### src/design/nsm_pkg.sv
// ---------------------------------------------------------------------------
// nsm_pkg : shared types and constants for the nixie scan multiplexer
// Input kinds, pin translation table and the decimal split helper.
// ---------------------------------------------------------------------------
package nsm_pkg;

	// Input transaction kinds carried in tuser
	localparam logic KIND_TICK = 1'b0;
	localparam logic KIND_SET  = 1'b1;

	// Tube count that the digit store always holds
	localparam int STORE_TUBES = 4;

	// Largest value shown on a tube pair
	localparam logic [6:0] PAIR_MAX = 7'd99;

	// Cathode mask for the lower nibble
	localparam logic [3:0] CATHODE_MASK = 4'hf;

	// One decimal digit pair, tens and ones
	typedef struct packed {
		logic [3:0] tens;
		logic [3:0] ones;
	} digit_pair_t;

	// Digit to cathode pin code translation
	function automatic logic [3:0] pin_xlat(input logic [3:0] digit);
		logic [3:0] code;
		case (digit)
			4'd0:    code = 4'd1;
			4'd1:    code = 4'd0;
			4'd2:    code = 4'd9;
			4'd3:    code = 4'd8;
			4'd4:    code = 4'd7;
			4'd5:    code = 4'd6;
			4'd6:    code = 4'd5;
			4'd7:    code = 4'd4;
			4'd8:    code = 4'd3;
			4'd9:    code = 4'd2;
			default: code = 4'd1;
		endcase
		return code & CATHODE_MASK;
	endfunction

	// Saturate at 99, then split into tens and ones.
	// tens = (v * 205) >> 11 is exact for v up to 179.
	function automatic digit_pair_t split_pair(input logic [6:0] value);
		logic [6:0]  sat;
		logic [14:0] prod;
		logic [3:0]  tens;
		logic [6:0]  ones;
		digit_pair_t res;
		sat  = (value > PAIR_MAX) ? PAIR_MAX : value;
		prod = 15'(sat) * 15'd205;
		tens = prod[14:11];
		ones = sat - 7'(tens) * 7'd10;
		res.tens = tens;
		res.ones = ones[3:0];
		return res;
	endfunction

endpackage

### src/design/nsm_tube_cell.sv
// ---------------------------------------------------------------------------
// nsm_tube_cell : one tube of the scan chain
// Holds one stored pin word and passes the selected word down the chain.
// ---------------------------------------------------------------------------
module nsm_tube_cell import nsm_pkg::*; #(
	parameter int TUBE = 0
) (
	input  logic       clk,
	input  logic       arst_n,
	input  logic       set_en,     // load a new digit
	input  logic [3:0] digit,      // decimal digit for this tube
	input  logic [1:0] sel,        // tube being read out
	input  logic [7:0] word_in,    // word from the previous cell
	output logic [7:0] word_out    // word to the next cell
);

	localparam logic [1:0] MY_IDX = 2'(TUBE);
	localparam logic [3:0] ANODE  = 4'(1 << TUBE);

	logic [7:0] word_q;

	// Stored word, blank after reset
	always_ff @(posedge clk or negedge arst_n) begin
		if (!arst_n) begin
			word_q <= 8'h00;
		end else if (set_en) begin
			word_q <= {ANODE, pin_xlat(digit)};
		end
	end

	// Take over the chain when this tube is selected
	assign word_out = (sel == MY_IDX) ? word_q : word_in;

endmodule

### src/design/nixie_scan_multiplexer.sv
// ---------------------------------------------------------------------------
// nixie_scan_multiplexer : scan driver for multiplexed nixie tubes
// Stores four digit words and alternates blank and display scan phases.
// ---------------------------------------------------------------------------
//  channel  | direction | handshake            | payload
//  s_axis   | in        | s_tvalid / s_tready  | tuser kind, tdata hour, minute
//  m_axis   | out       | m_tvalid / m_tready  | tdata pin_word
//  cfg      | in        | cfg_valid / cfg_ready| cfg_data display_enable
//
// One input transaction per cycle while s_tready is high; a tick's result is
// registered in the output register, or in the skid while the output stalls.
// A two-entry output stage (register plus skid) keeps s_tready high while
// one result waits; s_tready drops only when both entries are full.
// arst_n clears the digit store to blank, the scan index to NUM_TUBES,
// selects the display phase next and enables the display.
// ---------------------------------------------------------------------------
module nixie_scan_multiplexer import nsm_pkg::*; #(
	parameter int NUM_TUBES = 4
) (
	input  logic        clk,
	input  logic        arst_n,
	input  logic        s_tvalid,
	output logic        s_tready,
	input  logic [15:0] s_tdata,   // [6:0] hour, [13:7] minute, [15:14] zero
	input  logic        s_tuser,   // [0] kind
	output logic        m_tvalid,
	input  logic        m_tready,
	output logic [7:0]  m_tdata,   // [7:0] pin_word
	input  logic        cfg_valid,
	output logic        cfg_ready,
	input  logic        cfg_data   // [0] display_enable
);

	localparam logic [2:0] NT = 3'(NUM_TUBES);

	logic        enable_q;
	logic        blank_next_q;
	logic [2:0]  scan_q;
	logic        m_valid_q;
	logic [7:0]  m_data_q;
	logic        skid_valid_q;
	logic [7:0]  skid_data_q;

	logic        in_acc;
	logic        is_set;
	logic        is_show;
	logic        push;
	logic [7:0]  result;
	logic [2:0]  scan_next;
	digit_pair_t hour_d;
	digit_pair_t min_d;
	logic [3:0]  digits [STORE_TUBES];
	logic [7:0]  chain  [STORE_TUBES+1];

	// Configuration register
	assign cfg_ready = 1'b1;
	always_ff @(posedge clk or negedge arst_n) begin
		if (!arst_n) begin
			enable_q <= 1'b1;
		end else if (cfg_valid) begin
			enable_q <= cfg_data;
		end
	end

	// Input decode
	assign s_tready = !skid_valid_q;
	assign in_acc   = s_tvalid && s_tready;
	assign is_set   = in_acc && (s_tuser == KIND_SET);
	assign is_show  = in_acc && (s_tuser == KIND_TICK) && blank_next_q && enable_q;
	assign push     = is_show || (in_acc && (s_tuser == KIND_TICK) && !blank_next_q);

	// Decimal split of hour and minute
	assign hour_d    = split_pair(s_tdata[6:0]);
	assign min_d     = split_pair(s_tdata[13:7]);
	assign digits[0] = hour_d.tens;
	assign digits[1] = hour_d.ones;
	assign digits[2] = min_d.tens;
	assign digits[3] = min_d.ones;

	// Next scan index, wrapping at zero or out of range
	assign scan_next = (scan_q == 3'd0 || scan_q > NT) ? NT - 3'd1 : scan_q - 3'd1;

	// Row of tube cells, selected word ripples to the end
	assign chain[0] = 8'h00;
	for (genvar i = 0; i < STORE_TUBES; i++) begin : g_cell
		nsm_tube_cell #(.TUBE(i)) u_cell (
			.clk      (clk),
			.arst_n   (arst_n),
			.set_en   (is_set),
			.digit    (digits[i]),
			.sel      (scan_next[1:0]),
			.word_in  (chain[i]),
			.word_out (chain[i+1])
		);
	end

	assign result = is_show ? chain[STORE_TUBES] : 8'h00;

	// Scan phase state
	always_ff @(posedge clk or negedge arst_n) begin
		if (!arst_n) begin
			blank_next_q <= 1'b1;
			scan_q       <= NT;
		end else if (is_show) begin
			blank_next_q <= 1'b0;
			scan_q       <= scan_next;
		end else if (push) begin
			blank_next_q <= 1'b1;
		end
	end

	// Output register and skid, control
	always_ff @(posedge clk or negedge arst_n) begin
		if (!arst_n) begin
			m_valid_q    <= 1'b0;
			skid_valid_q <= 1'b0;
		end else if (!m_valid_q || m_tready) begin
			m_valid_q    <= skid_valid_q || push;
			skid_valid_q <= 1'b0;
		end else if (push) begin
			skid_valid_q <= 1'b1;
		end
	end

	// Output register and skid, payload
	always_ff @(posedge clk) begin
		if (!m_valid_q || m_tready) begin
			m_data_q <= skid_valid_q ? skid_data_q : result;
		end else if (push) begin
			skid_data_q <= result;
		end
	end

	assign m_tvalid = m_valid_q;
	assign m_tdata  = m_data_q;

endmodule

### config.mk
export PLATFORM = sky130hd
export DESIGN_NAME = nixie_scan_multiplexer
export DESIGN_NICKNAME = d
export VERILOG_FILES = /design/src/design/nsm_pkg.sv /design/src/design/nsm_tube_cell.sv /design/src/design/nixie_scan_multiplexer.sv
export SDC_FILE = /design/constraint.sdc
export NUM_CORES = 1
export LEC_CHECK = 0
export BUFFER_PORTS_ARGS = -buffer_cell sky130_fd_sc_hd__buf_2
export CORE_ASPECT_RATIO = 1.5
export CORE_MARGIN = 3
export CORE_UTILIZATION = 35
export CTS_BUF_LIST = sky130_fd_sc_hd__clkbuf_8
export DETAILED_ROUTE_END_ITERATION = 12
export PLACE_DENSITY_LB_ADDON = 0.15
export SYNTH_ARGS = -nofsm -noshare
export SYNTH_HDL_FRONTEND = slang
export SYNTH_SLANG_ARGS = --single-unit
### constraint.sdc
create_clock -name clk -period 3 [get_ports clk]
set_input_delay 0.15 -clock clk [delete_from_list [all_inputs] [get_ports clk]]
set_output_delay 0.15 -clock clk [all_outputs]
set_load 0.02 [all_outputs]
==> impl_metrics.yaml, run 1 <==
timing:
  fin_crit_ns: 4.48
  hold_viol_final: 0
  setup_viol: 16
  fin_worst_skew_ns: 0.00532
  slew_viol_final: 0
  grt_setup_unrepaired: "yes"
  min_period_over_period: 1.49
  slew_headroom: 0.569
  fmax_ghz: 0.223
  setup_slack_ns: -1.48
  worstMarginPinSlew_ns: 0.642
logic_synthesis:
  yosys.area.top_type: "ha_1"
  yosys_warnings: 0
  syn_area_per_cell_um2: 10.2
  yosysMostFrequentCell: "ha_1"
  async_flop_share: 0.600
  synthCells: 373
  synth_top_area_frac: 0.227
  syn_area_mm2: 0.00380
  synth-edff-count: 16
  ys.flop_type: "dfrtp_1"
  yosys-top-cells-area: "ha_1, dfrtp_1, edfxtp_1, fa_1, inv_1"
  yosys-top-cells-count: "ha_1, inv_1, nand2_1"
  synth_seq_cells: 40
  syn_nets: 483
  seq_area_frac_synth: 0.285
  yosysUniqueCellTypes: 58
pwr:
  power_mw: 3.54
  cellPowerDensity_mw_per_mm2: 682
  ir_drop_v: 0.000299
  p_leak_nw: 2.57
grt:
  grt_max_degree: 27
  antenna_found_initial: 0
  gr-total-overflow: 0
  first_global_vias: 3169
  grt_pass1_wl_um: 14200
  grt_usage: 0.143
die:
  rows: 46
  core_area_mm2: 0.0106
  start_util: 0.359
  dieArea_mm2: 0.0122
  die_h_um: 134
  die_x_um: 91.1
  ios: 34
outcome:
  violations: "negative setup slack"
  outcome: "complete, but fails checks"
layout:
  multiInputGateArea_mm2: 0.00285
  drive_gt1_frac: 0.386
  antenna_cells: 0
  n_fill_cell: 1036
  final_nets: 583
  area_delta_synth_final_pct: 36.5
  fin_util: 0.490
  final_area_mm2: 0.00519
  ff_latch_area_mm2: 0.00108
clock_tree:
  insertion_delay_ns: 0.29
  numCtsBuffers: 5
  cts_tree: "done"
  clkSlewWorstSetupHoldPaths_ns: 0.07
  cts_root_buf: "clkbuf_8"
  cts.sinks: 40
  htreeDepth: 2
  clock_path_buffers: 2
setup_path:
  critical_path_class: "in -> reg"
  r2r_setup_slack_ns: 0.56
  arrival_ns: 4.67
  startpoint_type: "input pin"
  cp-end-kind: "flop"
  crit_path_max_fanout: 4
  cp.required_ns: 3.18
placed_design:
  io_buffers: 30
  placedInstanceArea_mm2: 0.00471
  place.gp.congestion: 0.755
  pre_cts_ws_ns: -1.98
  dp_hpwl_um: 6810
route:
  wl_per_cell_um: 13.2
  finalWirelength_um: 8160
  first_iter_violations: 97
  dr.pass1.iters: 4
  ant_nets: 0
  vias: 2962
  drc_errors: 0
  avgViaCountPerCell: 4.79
worst_hold_path:
  hold_path_class: "in -> reg"
run:
  cap_viol_max_count: 0
## layout by cell type, fill, tap and decap left out, types with 4 or more instances in the layout
master | synthesis | layout
buf_4 | 1 | 68
ha_1 | 69 | 56
inv_1 | 45 | 38
nand2_1 | 25 | 24
buf_2 | 1 | 24
dfrtp_1 | 21 | 21
nor2_1 | 16 | 16
edfxtp_1 | 16 | 16
fa_1 | 18 | 14
a21o_1 | 12 | 12
o21ai_0 | 14 | 10
buf_6 | 0 | 10
xnor2_1 | 14 | 9
ha_4 | 0 | 9
inv_2 | 0 | 7
nand2b_1 | 7 | 6
xnor2_2 | 1 | 6
xor2_1 | 8 | 5
nand3_1 | 6 | 5
nor3_1 | 5 | 5
o31ai_1 | 5 | 5
clkbuf_8 | 0 | 5
and2_4 | 1 | 4
a21oi_2 | 0 | 4
a21oi_1 | 10 | 4
o21ai_1 | 2 | 4
fa_2 | 0 | 4
ha_2 | 0 | 4
## registers in the layout (all words and copies together) (netlist names)
register	count
blank_next_q	1
scan_q	3
g_cell.u_cell.word_q	17
enable_q	1
skid_valid_q	1
m_tdata	8
skid_data_q	8
m_tvalid	1
## per-stage QoR
step           hold slack [ns]  setup TNS [ns]  std cells
3_5_place_dp             0.167          -22.55        593
2_1_floorplan           -0.146          -15.20        373
6_report                0.0936          -16.03        618
3_3_place_gp             0.162          -21.61        593
4_1_cts                 0.0903          -15.27        616
5_1_grt                 0.0941          -18.84        618
## what timing repair did
action                     in CTS  in global routing
resized for setup              37                 16
hold endpoints to repair       21                  0
setup buffers                  15                  4
setup endpoints to repair      16                 16
hold buffers                    1                  0
pin swaps                      21                 19
cloned                          0                  0
## layer usage
metal,wire length (um),track usage
met4,119,0.0394
met3,162,0.0124
met5,0,0
met1,3070,0.147
met2,4810,0.299
## critical path, cell delays in order
cell      delay, ns
buf_8          0.10
o311ai_4       0.30
nand2b_1       0.15
ha_1           0.33
ha_2           0.18
inv_2          0.04
fa_2           0.32
inv_2          0.06
fa_1           0.41
ha_1           0.28
a211o_1        0.27
a21o_1         0.19
a31o_2         0.20
a21oi_2        0.17
xnor2_2        0.09
ha_2           0.19
fa_2           0.37
xnor2_2        0.14
xor3_1         0.28
xnor2_2        0.23
xnor2_1        0.15
o21ai_1        0.07
## power by group
part           switching [mW]  internal, mW  total, mW
Combinational            1.14          1.28       2.42
Clock                   0.178         0.158      0.336
Sequential             0.0746         0.702      0.777
Total                    1.40          2.14       3.54
## final cells by class
| cell class | count | area share |
|---|---|---|
| clock buffers | 5 | 0.0133 |
| clock inverters | 3 | 0.00265 |
| inverters | 45 | 0.0326 |
| multi-input cells | 274 | 0.550 |
| flip-flops and latches | 40 | 0.209 |
| well taps | 144 | 0.0347 |
| repair buffers | 107 | 0.158 |
## worst paths after layout
| kind | end | startpoint | cells past startpoint |
|---|---|---|---|
| max in group asynchronous | scan_q[2]$_DFFE_PN1P_ | arst_n | 2 |
| min in group asynchronous | g_cell[0].u_cell.word_q[2]$_DFFE_PN0P_ | arst_n | 2 |
| worst min-delay path | enable_q$_DFFE_PN1P_ | cfg_data | 2 |
| worst max register to register | m_tdata[1]$_DFFE_PN_ | scan_q[0]$_DFFE_PN0P_ | 7 |
| worst max-delay path | g_cell[1].u_cell.word_q[1]$_DFFE_PN0P_ | s_tdata[2] | 22 |
| worst min register to register | g_cell[3].u_cell.word_q[2]$_DFFE_PN0P_ | g_cell[3].u_cell.word_q[2]$_DFFE_PN0P_ | 2 |
## cells by family (layout without fill, tap and decap cells)
group	after synthesis	after routing	synth area share
flops	40	40	0.285
simple gates	79	79	0.101
buf+inv	59	160	0.0612
mux	7	7	0.0227
compound gates	75	75	0.140
fa+ha+maj	87	87	0.322
other cells	1	1	0.000987
xor+xnor	25	25	0.0672
(Power assumes the default switching activity.)
==> run 2, diff against run 1 <==
- CORE_MARGIN: 3 -> not set
==> run 2 against run 1 <==
  * The flow still finishes with violations (negative setup slack)
  * Largest power group unchanged
  * Fmax is 0.16% higher
  * Flip-flop and latch count stayed put
  * Critical path depth is the same
  * Sequential power about the same
  * Count of clock-buffer cells in the layout is the same
  * Sequential share of layout area fell by 0.52 points
  * Worst hold slack improved by 0.0051 ns
  * Largest cell class unchanged
==> impl_metrics.yaml, run 2 (synthesis gave the netlist of run 1 again) <==
outcome:
  outcome: "complete, but fails checks"
  violations: "negative setup slack"
worst_hold_path:
  hold_path_class: "in -> reg"
  hold_depth: 2
die:
  die_x_um: 87.1
  dieArea_mm2: 0.0113
  rows: 46
  ios: 34
  core_area_mm2: 0.0106
  die_h_um: 130
  start_util: 0.359
timing:
  tns_ns: -15.44
  fmax_ghz: 0.223
  fin_worst_skew_ns: 0.00202
  slew_viol_final: 0
  slew_headroom: 0.583
  fin_crit_ns: 4.48
  setup_viol: 16
  hold_viol_final: 0
  min_period_over_period: 1.49
  worstMarginPinSlew_ns: 0.621
  setup_slack_ns: -1.48
  grt_setup_unrepaired: "yes"
route:
  wl_per_cell_um: 13.0
  avgViaCountPerCell: 4.75
  finalWirelength_um: 8070
  dr.pass1.iters: 4
  vias: 2943
  ant_nets: 0
  drc_errors: 0
  first_iter_violations: 96
setup_path:
  arrival_ns: 4.67
  startpoint_type: "input pin"
  path_cells: "buf_8, o311ai_4, nand2b_1, ha_1, ha_2, inv_2, fa_2, inv_2, fa_1, ha_1, a211o_1, a21o_1, a31o_2, a21oi_2, xnor2_2, ha_2, fa_2, xnor2_2, xor3_1, xnor2_2, buf_4, o41ai_2"
  crit_cells: 22
  slowest_stage: "fa_1"
  crit_buf_inv: 4
  crit_path_max_fanout: 4
  cp.required_ns: 3.19
  worstRegToRegCells: 7
  crit_path_max_incr_delay_ns: 0.41
  cpLargestDelayFamily: "adder cells"
  cp-end-kind: "flop"
  crit_top_cell: "xnor2_2"
  critical_path_class: "in -> reg"
clock_tree:
  numCtsBuffers: 5
  clock_path_buffers: 2
  clkSlewWorstSetupHoldPaths_ns: 0.07
  insertion_delay_ns: 0.28
  cts.sinks: 40
  htreeDepth: 2
  cts_root_buf: "clkbuf_8"
  cts_tree: "done"
layout:
  largest_register_ffs: 17
  drive_gt1_frac: 0.411
  final_area_mm2: 0.00532
  antenna_cells: 0
  final_nets: 584
  fin_util: 0.502
  top_register: "g_cell.u_cell.word_q"
  mostFrequentLayoutCells: "buf_4, ha_1, inv_1"
  area_delta_synth_final_pct: 40.0
  mostFrequentLayoutCell: "buf_4"
pwr:
  cellPowerDensity_mw_per_mm2: 681
  p_leak_nw: 2.60
  ir_drop_v: 0.000334
  power_mw: 3.62
grt:
  grt_usage: 0.155
  grt_pass1_wl_um: 13700
  grt_max_degree: 27
  antenna_found_initial: 0
  gr-total-overflow: 0
  first_global_vias: 3065
placed_design:
  place.gp.congestion: 0.785
  io_buffers: 30
  dp_hpwl_um: 6790
  placedInstanceArea_mm2: 0.00471
run:
  cap_viol_max_count: 0
-- run 2: stage by stage --
step,hold WS [ns],instances,setup WS [ns]
global route,0.0939,619,-1.66
floorplan,-0.146,373,-1.64
finish,0.0987,619,-1.48
global placement,0.170,594,-1.88
detailed placement,0.164,594,-1.93
CTS,0.0980,616,-1.44
-- run 2: timing repair --
item                                    in CTS  in global routing
pin swaps                                   19                 14
gates resized for setup                     32                 31
endpoints found under the setup margin      16                 16
cloned                                       0                  0
setup buffers                               13                  6
hold buffers                                 1                  0
endpoints found under the hold margin       21                  0
-- run 2: layout make-up --
class                           instances  area (um2)
Fill cell                            1026        5270
Multi-Input combinational cell        274        2970
Sequential cell                        40        1080
Timing Repair Buffer                  108         803
Tap cell                              144         180
Inverter                               45         169
Clock buffer                            5        68.8
Clock inverter                          3        38.8
-- run 2: power by group --
part	switching, mW	internal (mW)	total [mW]
logic	1.17	1.25	2.43
clock network	0.177	0.243	0.420
registers	0.0753	0.702	0.777
total	1.42	2.20	3.62
-- run 2: worst reg2reg max path: cells and delay by family, from the launching register on --
family                   cells  cell delay, ns
adder cells (fa/ha/maj)      1            0.24
AND/OR/NAND/NOR              1            0.08
XOR/XNOR                     1            0.51
AO/OA/AOI/OAI                3            0.76
buffers and inverters        1            0.15
flip-flops                   1            0.43
-- run 2: final timing paths --
| check | start | endpoint | slack [ns] |
|---|---|---|---|
| min in group asynchronous | arst_n | g_cell[1].u_cell.word_q[5]$_DFFE_PN0P_ | 0.37 |
| setup reg to reg | scan_q[0]$_DFFE_PN0P_ | m_tdata[1]$_DFFE_PN_ | 0.60 |
| hold / removal | cfg_data | enable_q$_DFFE_PN1P_ | 0.1 |
| setup / recovery | s_tdata[3] | g_cell[1].u_cell.word_q[3]$_DFFE_PN0P_ | -1.48 |
| hold reg to reg | g_cell[1].u_cell.word_q[3]$_DFFE_PN0P_ | g_cell[1].u_cell.word_q[3]$_DFFE_PN0P_ | 0.49 |
| max in group asynchronous | arst_n | blank_next_q$_DFFE_PN1P_ | 2.25 |
-- run 2: per-layer routing --
layer | share of wire | wire length [um] | track usage | up-vias
met5 | 0 | 0 | 0 | -
met3 | 0.014 | 110 | 0.0134 | 11
met2 | 0.58 | 4660 | 0.320 | 37
met1 | 0.39 | 3150 | 0.161 | 1386
met4 | 0.018 | 146 | 0.0451 | 0
li1 | - | - | - | 1509
